**config.mk**
```make
export PLATFORM = sky130hd
export DESIGN_NAME = emag_window
export DESIGN_NICKNAME = d
export VERILOG_FILES = /design/src/rtl/assert_macros.svh /design/src/rtl/emag_pkg.sv /design/src/rtl/emag_window.sv
export SDC_FILE = /design/constraint.sdc
export NUM_CORES = 1
export LEC_CHECK = 0
export BUFFER_PORTS_ARGS = -buffer_cell sky130_fd_sc_hd__buf_4
export CAP_MARGIN = 20
export CORE_ASPECT_RATIO = 0.9
export CORE_MARGIN = 3
export CORE_UTILIZATION = 37
export DETAILED_ROUTE_END_ITERATION = 16
export HOLD_SLACK_MARGIN = 0.12
export PLACE_DENSITY_LB_ADDON = 0.3
export SLEW_MARGIN = 5
export SYNTH_ARGS = -nofsm -noshare
export SYNTH_HDL_FRONTEND = slang
export SYNTH_SLANG_ARGS = --single-unit
export TNS_END_PERCENT = 100
```
**constraint.sdc**
```tcl
create_clock -name clk -period 9.4 [get_ports clk]
set_input_delay 0 -clock clk [delete_from_list [all_inputs] [get_ports clk]]
set_output_delay 0 -clock clk [all_outputs]
set_load 0.005 [all_outputs]
```
**src/rtl/assert_macros.svh**
```systemverilog
// Assertion helpers shared by the RTL.
`ifndef ASSERT_MACROS_SVH
`define ASSERT_MACROS_SVH

// Property checked on every clock edge outside reset.
`define EMAG_ASSERT(label, clk, rst_n, prop, msg) \
  label: assert property (@(posedge clk) disable iff (!rst_n) (prop)) else $error(msg);

// Trigger in one cycle implies consequence in the next.
`define EMAG_ASSERT_NEXT(label, clk, rst_n, trig, cons, msg) \
  label: assert property (@(posedge clk) disable iff (!rst_n) (trig) |=> (cons)) \
    else $error(msg);

`endif

```
**src/rtl/emag_pkg.sv**
```systemverilog
package emag_pkg;

  // Configuration register file
  localparam int CFG_W      = 12;
  localparam int CFG_IDX_W  = 1;
  localparam logic [CFG_IDX_W-1:0] REG_LINE_WIDTH   = 1'b0;
  localparam logic [CFG_IDX_W-1:0] REG_FRAME_HEIGHT = 1'b1;

  // Frame geometry limits
  localparam int MIN_DIM    = 3;
  localparam int MAX_HEIGHT = 2048;
  localparam int ROW_W      = $clog2(MAX_HEIGHT);
  localparam int HGT_W      = ROW_W + 1;
  localparam int RST_DIM    = 2048;

  // Per-pixel position flags handed from the sequencer to the datapath
  typedef struct packed {
    logic emit;   // window is centered on an interior pixel
    logic last;   // final pixel of the frame
  } pos_flags_t;

endpackage

```
**src/rtl/emag_window.sv**
```systemverilog
module emag_window
  import emag_pkg::*;
#(
  parameter int PIXEL_BITS = 8
) (
  input  logic                  clk,
  input  logic                  rst_n,
  input  logic                  shift_en,
  input  logic [PIXEL_BITS-1:0] pix,
  input  logic [PIXEL_BITS-1:0] top,
  input  logic [PIXEL_BITS-1:0] mid,
  output logic [PIXEL_BITS-1:0] mag
);

  localparam int DW = PIXEL_BITS + 3;

  // Column two back (w0..w2) and one back (w3..w5), top to bottom
  logic [PIXEL_BITS-1:0] win_r [6];

  logic signed [DW-1:0] dv, dh;
  logic [DW-1:0]        abs_v, abs_h, sum;

  function automatic logic signed [DW-1:0] sx(input logic [PIXEL_BITS-1:0] p);
    return $signed({3'b000, p});
  endfunction

  always_comb begin
    dv    = (sx(win_r[2]) - sx(win_r[0])) + (sx(win_r[5]) - sx(win_r[3]))
          + (sx(pix) - sx(top));
    dh    = (sx(top) - sx(win_r[0])) + (sx(mid) - sx(win_r[1]))
          + (sx(pix) - sx(win_r[2]));
    abs_v = dv[DW-1] ? DW'(-dv) : DW'(dv);
    abs_h = dh[DW-1] ? DW'(-dh) : DW'(dh);
    sum   = abs_v + abs_h;
    mag   = (sum > {3'b000, {PIXEL_BITS{1'b1}}}) ? {PIXEL_BITS{1'b1}}
                                                   : sum[PIXEL_BITS-1:0];
  end

  always_ff @(posedge clk) begin
    if (!rst_n) begin
      for (int i = 0; i < 6; i++) begin
        win_r[i] <= '0;
      end
    end else if (shift_en) begin
      win_r[0] <= win_r[3];
      win_r[1] <= win_r[4];
      win_r[2] <= win_r[5];
      win_r[3] <= top;
      win_r[4] <= mid;
      win_r[5] <= pix;
    end
  end

endmodule

```
==> metrics.md <==
| Metric | Value |
|---|---|
| CP max stage delay | `about 0.80 ns` |
| Worst Hold Depth | `2` |
| Syn_nets | `roughly 780` |
| Top flop regs | `win_r (48)` |
| Leading area contributor after synthesis | `edfxtp_1` |
| Final antenna-violating net count | `0` |
| DRT Pass-1 Iters | `4` |
| Die W | `between 100 and 150 µm` |
| Max FFs per register | `48` |
| Most frequent cells in the layout | `inv_1, ha_1, and3_1, edfxtp_1, xnor2_1` |
| Total gr overflow | `0` |
| WS Path Type | `reg2out` |
| Clock transition at the registers of the reported paths | `approximately 0.070 ns` |
| Arr. time, crit path | `roughly 7.3 ns` |
| Leading cell type in the layout, fill and taps excluded | `inv_1` |
| HPWL Detailed | `between 10,000 and 15,000 µm` |
| RePlAce Congestion | `between 0.8 and 0.9` |
| Port bufs | `34` |
| Yosys Warn Count | `0` |
| GRT met1 Usage | `roughly 20%` |
| Initial antenna violation count | `0` |
| R2R Path End | `win_r[0][22]$_SDFFCE_PN0P_` |
| Largest net degree at the start of global routing | `50` |
| GRT Max-Usage Layer | `met2` |
| # setup viols final | `0` |
| Chip height | `126 µm` |
| Synth async-reset ratio | `0%` |
| Multi-input gate area | `between 4000 and 5000 µm²` |
| Startpoint types | `flip-flop` |
| First DRT Iteration DRCs | `190` |
| Worst Max-Slew Pin Slew | `1.01 ns` |
| Crit Reg-Reg Startpoint | `win_r[0][46]$_SDFFCE_PN0P_` |
| Unrepaired setup endpoints after global routing | `no` |
| Area of the mapped netlist | `around 6000 µm²` |
| Crit-path max FO | `16` |
| Number of global-route vias before repair | `around 4,700` |
| Synth Area per Inst | `9.22 µm²` |
| Hold endpoint | `win_r[0][20]$_SDFFCE_PN0P_` |
| Fillers | `approximately 1,500` |
| # nets final | `a little over 800` |
| Area occupied by registers | `1440 µm²` |
| Vias per cell | `slightly above 5` |
| Setup slack, reg-to-reg | `about 8.6 ns` |
| Initial core utilization | `between 30% and 40%` |
| Max-slew violations | `0` |
| DRC viols | `0` |
| Final WL | `roughly 13,000 µm` |
| Clk Latency, worst-skew pair | `0.29 ns` |
| Synth top area share | `between 20 and 25%` |
| GRT Total Usage | `14.6%` |
| Fin crit period | `between 7 and 8 ns` |
| CTS Sinks | `between 40 and 50` |
| Synth Flop Type | `edfxtp_1` |
| Fin. Hold Viols | `0` |
| Slowest cell on the critical path | `a21oi_1` |
| H-tree depth | `2` |
| Setup crit end kind | `output pin` |
| Post-synth EDFFs | `48` |
| Cell row count | `43` |
| Area delta synth->final | `14.3%` |
| Fin crit share | `77.7%` |
| Met2 usage | `between 20 and 30%` |
| Wirelength per Cell | `around 14 µm` |
| Slew margin rel. | `between 30% and 40%` |
| Register area share after synthesis | `roughly 24%` |
| TritonCTS buffer count | `5` |
| Worst hold path class | `in2reg` |
| Number of synthesized register bits | `48` |
| Clock Skew | `about 0.0056 ns` |
| Die area | `17,700 µm²` |
| Top reg by flops | `win_r` |
| Max clock buf depth | `2` |
| Gate Count Post-Synth | `~650` |
| Share of layout cells above drive strength 1 | `slightly above 8%` |
| Synth area leaders | `edfxtp_1, ha_1, fa_1, xnor2_1, inv_1` |
| Number of placed I/O pins | `35` |
| Req. time, crit path | `9.40 ns` |
| Max Cap Viol | `0` |
| Setup Total Neg Slack | `0 ns` |
| Worst Min Path Start | `shift_en` |
| Distinct cells, synth | `53` |
| Ant diodes | `0` |
| First-pass GRT wire length | `21,700 µm` |
| Cells on worst reg2reg path | `1` |
| CTS tree | `done` |
| Status | `completed` |
| Vias | `4,584` |
| M3 GR Usage | `less than 1%` |
| Root Buffer | `clkbuf_16` |
| Core area | `15,600 µm²` |
| Fmax | `137 MHz` |
[worst max-delay path by stage]
stage	startpoint	endpoint	cells after the start
after floorplan	win_r[0][1]$_SDFFCE_PN0P_	mag[2]	27
after global placement	win_r[0][1]$_SDFFCE_PN0P_	mag[7]	26
after detailed placement	win_r[0][1]$_SDFFCE_PN0P_	mag[2]	26
after CTS	win_r[0][1]$_SDFFCE_PN0P_	mag[2]	26
after global routing	win_r[0][1]$_SDFFCE_PN0P_	mag[2]	26
final	win_r[0][1]$_SDFFCE_PN0P_	mag[2]	26
[per-stage QoR]
step / util, % / std cells / hold slack (ns) / cell area [µm²] / setup WS (ns)
2_1_floorplan: - / 647 / 0.223 / 5960 / 3.27
3_3_place_gp: 41.1 / 869 / 0.320 / 6410 / 2.63
3_5_place_dp: 41.2 / 870 / 0.325 / 6430 / 2.41
4_1_cts: 43.7 / 902 / 0.301 / 6820 / 2.08
5_1_grt: 43.7 / 902 / 0.325 / 6820 / 1.51
6_report: 43.7 / 902 / 0.313 / 6820 / 2.09
[synthesized netlist by cell type (3+ instances only)]
| master | number |
|---|---|
| nor2b_1 | 15 |
| a21oi_1 | 41 |
| xor2_1 | 17 |
| nor2_1 | 17 |
| edfxtp_1 | 48 |
| nor3b_1 | 3 |
| a31oi_1 | 3 |
| fa_1 | 27 |
| nor4_1 | 4 |
| clkbuf_1 | 13 |
| a21o_1 | 25 |
| and3_1 | 48 |
| o21bai_1 | 6 |
| mux2i_1 | 12 |
| nand3b_1 | 5 |
| inv_1 | 94 |
| ha_1 | 78 |
| o21ai_0 | 30 |
| nand2_1 | 15 |
| nand2b_1 | 21 |
| nand3_1 | 14 |
| xnor2_1 | 46 |
| nor3_1 | 20 |
| a211oi_1 | 6 |
[cell type report]
type	count	area share (%)
clock buffer	5	1.83
clock inverter	3	0.275
inverter	94	5.17
multi-input combinational	491	60.3
sequential	48	21.1
tap	202	3.71
timing repair buffer	59	7.56
[worst max-delay path, delay by kind of cell (launching register included)]
kind	cells	cell delay (ns)
flip-flops	1	0.45
XOR/XNOR	1	0.17
AO/OA/AOI/OAI	9	2.94
AND/OR/NAND/NOR	6	0.79
buffers and inverters	3	0.29
multiplexers	3	0.73
adder cells (fa/ha/maj)	4	1.64
[timing repair]
action                                 CTS  global route
endpoints found under the hold margin   24             0
setup buffers                            0             0
hold buffers                            24             0
resized for setup                        0             0
[kinds of logic after synthesis]
family	Yosys count	share of synthesized area, %
AND/OR/NAND/NOR	179	17.7
AO/OA/AOI/OAI	130	13.9
buffers and inverters	108	6.92
adder cells (fa/ha/maj)	105	25.4
XOR/XNOR	64	9.71
flip-flops	48	24.2
multiplexers	13	2.20
[metal layers]
metal  wire [µm]  up-vias
li1            -     2367
met5           0        -
met2        6060       48
met3         166        8
met1        6380     2161
met4         123        0
Power is not shown: default switching activity piles up to over one toggle a cycle in this logic, so the estimate is an artifact.
