--- config.mk ---
export PLATFORM = sky130hd
export DESIGN_NAME = emag_ctrl
export DESIGN_NICKNAME = d
export VERILOG_FILES = /design/src/rtl/emag_pkg.sv /design/src/rtl/emag_ctrl.sv
export VERILOG_INCLUDE_DIRS = /design/src /design/src/rtl
export SDC_FILE = /design/constraint.sdc
export NUM_CORES = 1
export LEC_CHECK = 0
export BUFFER_PORTS_ARGS = -buffer_cell sky130_fd_sc_hd__buf_2
export CAP_MARGIN = 20
export CORE_MARGIN = 2
export CORE_UTILIZATION = 55
export CTS_CLUSTER_SIZE = 24
export DETAILED_ROUTE_END_ITERATION = 6
export GPL_ROUTABILITY_DRIVEN = 0
export HOLD_SLACK_MARGIN = 0.1
export PLACE_DENSITY = 0.85
export SYNTH_ARGS = -nofsm -noshare
export SYNTH_HDL_FRONTEND = slang
export SYNTH_SLANG_ARGS = --single-unit
--- constraint.sdc ---
create_clock -name clk -period 9.85 [get_ports clk]
set_input_delay 1.4775 -clock clk [delete_from_list [all_inputs] [get_ports clk]]
set_output_delay 1.4775 -clock clk [all_outputs]
set_load 0.01 [all_outputs]
--- src/rtl/assert_macros.svh ---
// Assertion helpers shared by the RTL.
`ifndef ASSERT_MACROS_SVH
`define ASSERT_MACROS_SVH

// Property checked on every clock edge outside reset.
`define EMAG_ASSERT(label, clk, rst_n, prop, msg) \
  label: assert property (@(posedge clk) disable iff (!rst_n) (prop)) else $error(msg);

// Trigger in one cycle implies consequence in the next.
`define EMAG_ASSERT_NEXT(label, clk, rst_n, trig, cons, msg) \
  label: assert property (@(posedge clk) disable iff (!rst_n) (trig) |=> (cons)) \
    else $error(msg);

`endif

--- src/rtl/emag_pkg.sv ---
package emag_pkg;

  // Configuration register file
  localparam int CFG_W      = 12;
  localparam int CFG_IDX_W  = 1;
  localparam logic [CFG_IDX_W-1:0] REG_LINE_WIDTH   = 1'b0;
  localparam logic [CFG_IDX_W-1:0] REG_FRAME_HEIGHT = 1'b1;

  // Frame geometry limits
  localparam int MIN_DIM    = 3;
  localparam int MAX_HEIGHT = 2048;
  localparam int ROW_W      = $clog2(MAX_HEIGHT);
  localparam int HGT_W      = ROW_W + 1;
  localparam int RST_DIM    = 2048;

  // Per-pixel position flags handed from the sequencer to the datapath
  typedef struct packed {
    logic emit;   // window is centered on an interior pixel
    logic last;   // final pixel of the frame
  } pos_flags_t;

endpackage

--- src/rtl/emag_ctrl.sv ---
module emag_ctrl
  import emag_pkg::*;
#(
  parameter int MAX_WIDTH = 2048,
  parameter int COL_W     = 11
) (
  input  logic                  clk,
  input  logic                  rst_n,
  input  logic                  cfg_we,
  input  logic [CFG_IDX_W-1:0]  cfg_index,
  input  logic [CFG_W-1:0]      cfg_wdata,
  input  logic                  step,
  output logic [COL_W-1:0]      cur_col,
  output logic [ROW_W-1:0]      cur_row,
  output pos_flags_t            flags
);

`include "assert_macros.svh"

  localparam int CNT_W  = $clog2(MAX_WIDTH + 1);
  localparam int WCMP_W = (CNT_W > CFG_W) ? CNT_W : CFG_W;
  localparam int W_RST  = (MAX_WIDTH < RST_DIM) ? MAX_WIDTH : RST_DIM;

  logic [CNT_W-1:0] w_r, w_nxt;
  logic [HGT_W-1:0] h_r, h_nxt;
  logic [COL_W-1:0] col_count_r, col_count_nxt;
  logic [ROW_W-1:0] row_count_r, row_count_nxt;

  logic [WCMP_W-1:0] wr_ext;
  logic              col_wrap;
  logic [HGT_W-1:0]  row_t;
  logic [CNT_W-1:0]  col_inc;
  logic [HGT_W-1:0]  row_inc;
  logic              line_end;
  logic              frame_wrap;

  // Registers hold the clamped geometry
  assign wr_ext = WCMP_W'(cfg_wdata);

  always_comb begin
    w_nxt = w_r;
    h_nxt = h_r;
    if (cfg_we) begin
      unique case (cfg_index)
        REG_LINE_WIDTH: begin
          if (wr_ext < WCMP_W'(MIN_DIM)) begin
            w_nxt = CNT_W'(MIN_DIM);
          end else if (wr_ext > WCMP_W'(MAX_WIDTH)) begin
            w_nxt = CNT_W'(MAX_WIDTH);
          end else begin
            w_nxt = CNT_W'(wr_ext);
          end
        end
        REG_FRAME_HEIGHT: begin
          if (cfg_wdata < CFG_W'(MIN_DIM)) begin
            h_nxt = HGT_W'(MIN_DIM);
          end else if (cfg_wdata > CFG_W'(MAX_HEIGHT)) begin
            h_nxt = HGT_W'(MAX_HEIGHT);
          end else begin
            h_nxt = HGT_W'(cfg_wdata);
          end
        end
        default: begin
          w_nxt = w_r;
        end
      endcase
    end
  end

  // Position of the arriving pixel; wraps cover a geometry shrink mid-frame
  always_comb begin
    col_wrap   = CNT_W'(col_count_r) >= w_r;
    cur_col    = col_wrap ? '0 : col_count_r;
    row_t      = col_wrap ? HGT_W'(row_count_r) + HGT_W'(1) : HGT_W'(row_count_r);
    cur_row    = (row_t >= h_r) ? '0 : row_t[ROW_W-1:0];
    col_inc    = CNT_W'(cur_col) + CNT_W'(1);
    row_inc    = HGT_W'(cur_row) + HGT_W'(1);
    line_end   = col_inc >= w_r;
    frame_wrap = row_inc >= h_r;
    flags.emit = (cur_col >= COL_W'(2)) && (cur_row >= ROW_W'(2));
    flags.last = line_end && frame_wrap;
  end

  always_comb begin
    col_count_nxt = col_count_r;
    row_count_nxt = row_count_r;
    if (step) begin
      if (line_end) begin
        col_count_nxt = '0;
        row_count_nxt = frame_wrap ? '0 : row_inc[ROW_W-1:0];
      end else begin
        col_count_nxt = col_inc[COL_W-1:0];
        row_count_nxt = cur_row;
      end
    end
  end

  always_ff @(posedge clk) begin
    if (!rst_n) begin
      w_r         <= CNT_W'(W_RST);
      h_r         <= HGT_W'(RST_DIM);
      col_count_r <= '0;
      row_count_r <= '0;
    end else begin
      w_r         <= w_nxt;
      h_r         <= h_nxt;
      col_count_r <= col_count_nxt;
      row_count_r <= row_count_nxt;
    end
  end

  `EMAG_ASSERT_NEXT(a_col_in_line, clk, rst_n, step, CNT_W'(col_count_r) < w_r, "column counter past line width")
  `EMAG_ASSERT_NEXT(a_row_in_frame, clk, rst_n, step, HGT_W'(row_count_r) < h_r, "row counter past frame height")

endmodule

==> impl_results.md <==
* Clock Sinks at 46
* Number of enable flip-flop cells after synthesis at 0
* Clock tree root driver cell: sky130_fd_sc_hd__clkbuf_8
* Area overhead of the layout relative to synthesis at 6.91%
* Port bufs at 40
* Measured slew at the worst slew-check pin at 0.712 ns
* Die height at 93.1 µm
* Vias per cell at 6.21
* Critical path class: flop to output pin
* Area fraction of the dominant cell type after synthesis at 0.211
* Post-synth top area cell: sky130_fd_sc_hd__dfxtp_1
* Initial antenna violation count at 0
* CTS tree: built
* Hold/Removal Path Class: flop to flop
* DR WL/cell at 17.0 µm
* Total Die Area at 8660 µm²
* Total via count after detailed routing at 4294
* Crit path required time at 8.37 ns
* Worst reg-to-reg setup slack at 1.75 ns
* Leakage component of the power at 0.00195 µW
* Most frequent cells after synthesis: sky130_fd_sc_hd__nand2_1 (92), sky130_fd_sc_hd__ha_1 (52), sky130_fd_sc_hd__dfxtp_1 (46)
* Final standard cell count with taps included and fillers excluded at 692
* Share of the cycle needed by the critical path after routing at 0.913
* Number of buffers added by the clock tree synthesis step at 5
* Total DRC errors in the routed layout at 0
* Drt first pass iters at 6
* Startpoint of the worst setup timing path: col_count_r[8]$_SDFFE_PN0P_
* Post-Syn Area per Cell at 7.63 µm²
* All-Layer GR Usage at 0.277
* Startpoint types: flop
* Number of nets in the finished design at 658
* Predominant post-synthesis flop cell: sky130_fd_sc_hd__dfxtp_1
* Capture point of the critical path: flags[0]
* Final Max Tran Viols at 0
* Yosys warns at 0
* Top cells by area in the synthesized netlist: sky130_fd_sc_hd__dfxtp_1 (21%), sky130_fd_sc_hd__ha_1 (15%), sky130_fd_sc_hd__nand2_1 (7.9%)
* Final setup TNS at 0 ns
* First DRT Iteration DRCs at 569
* Row count at 32
* Routed wire length at 11.8 mm
* Final setup violating endpoints at 0
* Outcome: completed
* Crit path largest cell delay at 0.48 ns
* Mapped Cells at 572
* Critical path peak fanout at 24
* Post-CTS Resized at 0
* Cell count of the worst hold path at 2
* Sum of net half-perimeters after detailed placement at 8.89 mm
* Total power at 513 µW
* Reg-to-reg endpoint: row_count_r[5]$_SDFFE_PN0P_
* Total of flip-flops plus latches after synthesis at 46
* Share of cells above drive strength 1 at 0.124
* Number of top-level pins at 41
* Net count after synthesis at 641
* Via count of the first global-routing pass at 3988
* Die X-Extent at 93.1 µm
* Count of max-cap constraint violations at 0
* Fraction of synthesis flops using an asynchronous set or reset pin at 0
* Share of the core filled with cells in the final layout at 0.607
* Hold buffer count at cts at 0
* Number of nets with antenna violations after routing at 0
* Starting Density at 0.567
* Maximum root-to-sink buffer count at 2
* CTS HTree Levels at 2
* Source-to-sink clock delay at the later pin of the worst-skew pair at 0.31 ns
* Max stage delay cell, worst path: sky130_fd_sc_hd__dfxtp_1
* Launch point of the worst reg-to-reg path: col_count_r[8]$_SDFFE_PN0P_
* Maximum frequency from static timing analysis at 111 MHz
* Worst-case reg-to-reg path depth at 32
* Crit end category: output pin
* Count of cell types in the netlist at 73
* Clock period minus worst slack at 8.99 ns
* Most frequent cell after synthesis: sky130_fd_sc_hd__nand2_1
* Number of buffers inserted to repair setup after CTS at 0
* Filler Cells Inserted at 700
* Antenna diode instance count at 0
* GRT overflow at 0
* Slew headroom at 0.524
* Placeable core region at 7690 µm²
* Setup repair after global routing missed its margin: no
* Clock-pin slew on the worst setup and hold paths at 0.10 ns
* Number of endpoints with negative hold slack in the final report at 0
* Signal arrival time at the worst endpoint at 7.52 ns
* Post-synthesis instance area at 4360 µm²
* Worst VDD drop at 0.0000897 V
* Setup skew after layout at 0.00901 ns
* Placed Cells at 684
* Sequential share of the synthesized area at 0.211
* Pwr per Cell Area at 110 nW/µm²
* Largest net degree at the start of global routing at 47
* First-pass GRT wire length at 19.4 mm
## critical path, delay by kind of cell, from the launching register on
family | cells | cell delay [ns]
AO/OA/AOI/OAI | 12 | 2.45
XOR/XNOR | 1 | 0.14
multiplexers | 1 | 0.38
flip-flops | 1 | 0.48
buffers and inverters | 4 | 0.65
adder cells (fa/ha/maj) | 4 | 0.95
AND/OR/NAND/NOR | 9 | 2.15
## how the worst min path moves through the flow
| stage | start | end |
|---|---|---|
| 2_1_floorplan | h_r[10]$_SDFFE_PN0P_ | h_r[10]$_SDFFE_PN0P_ |
| 3_3_place_gp | w_r[1]$_SDFFE_PN0P_ | w_r[1]$_SDFFE_PN0P_ |
| 3_5_place_dp | h_r[2]$_SDFFE_PN0P_ | h_r[2]$_SDFFE_PN0P_ |
| 4_1_cts | h_r[2]$_SDFFE_PN0P_ | h_r[2]$_SDFFE_PN0P_ |
| 5_1_grt | h_r[10]$_SDFFE_PN0P_ | h_r[10]$_SDFFE_PN0P_ |
| 6_report | h_r[8]$_SDFFE_PN0P_ | h_r[8]$_SDFFE_PN0P_ |
## sequential cells by signal, indices dropped and copies added, names as in the netlist
name,cells
row_count_r,11
h_r,12
col_count_r,11
w_r,12
## area by class of cell
type / count / area, µm² / area share
Clock buffer: 5 / 68.8 / 0.0148
Clock inverter: 3 / 45.0 / 0.00966
Inverter: 46 / 173 / 0.0370
Multi-Input combinational cell: 447 / 3110 / 0.666
Sequential cell: 46 / 921 / 0.197
Tap cell: 102 / 128 / 0.0274
Timing Repair Buffer: 43 / 223 / 0.0478
## cell usage in the layout, fill, tap and decap left out, types with 3 or more instances in the layout
cell,n
sky130_fd_sc_hd__nand2_1,92
sky130_fd_sc_hd__ha_1,52
sky130_fd_sc_hd__dfxtp_1,46
sky130_fd_sc_hd__inv_1,44
sky130_fd_sc_hd__buf_2,40
sky130_fd_sc_hd__a21boi_0,29
sky130_fd_sc_hd__a21oi_1,22
sky130_fd_sc_hd__nor2_1,22
sky130_fd_sc_hd__nand3_1,21
sky130_fd_sc_hd__o21ai_0,21
sky130_fd_sc_hd__xnor2_1,16
sky130_fd_sc_hd__nor2b_1,12
sky130_fd_sc_hd__xor2_1,11
sky130_fd_sc_hd__and2_1,11
sky130_fd_sc_hd__nand4_1,10
sky130_fd_sc_hd__a211oi_1,9
sky130_fd_sc_hd__and3_1,8
sky130_fd_sc_hd__nor3_1,8
sky130_fd_sc_hd__a21o_1,7
sky130_fd_sc_hd__o211ai_1,7
sky130_fd_sc_hd__nor4_1,7
sky130_fd_sc_hd__a31oi_1,6
sky130_fd_sc_hd__o21a_1,6
sky130_fd_sc_hd__nand2b_1,5
sky130_fd_sc_hd__clkbuf_8,5
sky130_fd_sc_hd__a41oi_1,4
sky130_fd_sc_hd__a22o_1,4
sky130_fd_sc_hd__a2111o_1,3
sky130_fd_sc_hd__or2_2,3
sky130_fd_sc_hd__or3_1,3
sky130_fd_sc_hd__buf_4,3
## where the power goes
group / switching [µW] / leakage, µW / internal (µW) / total (µW)
Combinational: 99.9 / 0.00152 / 61.0 / 161
Sequential: 11.3 / 0.000375 / 194 / 206
Clock: 71.0 / 0.0000504 / 75.6 / 147
Total: 182 / 0.00195 / 331 / 513
## layer usage
| layer | track usage | up-vias | share of wire |
|---|---|---|---|
| met3 | 0.0475 | 39 | 0.080 |
| met5 | 0 | - | 0 |
| met2 | 0.444 | 220 | 0.46 |
| li1 | - | 2061 | - |
| met1 | 0.376 | 1974 | 0.43 |
| met4 | 0.100 | 0 | 0.030 |
## cell families (layout without fill, tap and decap cells)
logic type,count (synthesis),in the layout,synth area share
flip-flops,46,46,0.211
adder cells (fa/ha/maj),52,52,0.149
XOR/XNOR,28,28,0.0579
multiplexers,1,1,0.00229
buffers and inverters,79,97,0.0783
AND/OR/NAND/NOR,219,219,0.252
AO/OA/AOI/OAI,147,147,0.249
## through the flow
stage                     area, µm²  hold WS [ns]  worst slack [ns]
final                          4660         0.467             0.855
after global routing           4660         0.504             0.267
after CTS                      4660         0.472              1.05
after detailed placement       4550         0.459              1.45
after global placement         4550         0.454              1.73
after floorplan                4360         0.443              1.85
Power figures use the tool's default switching activity.
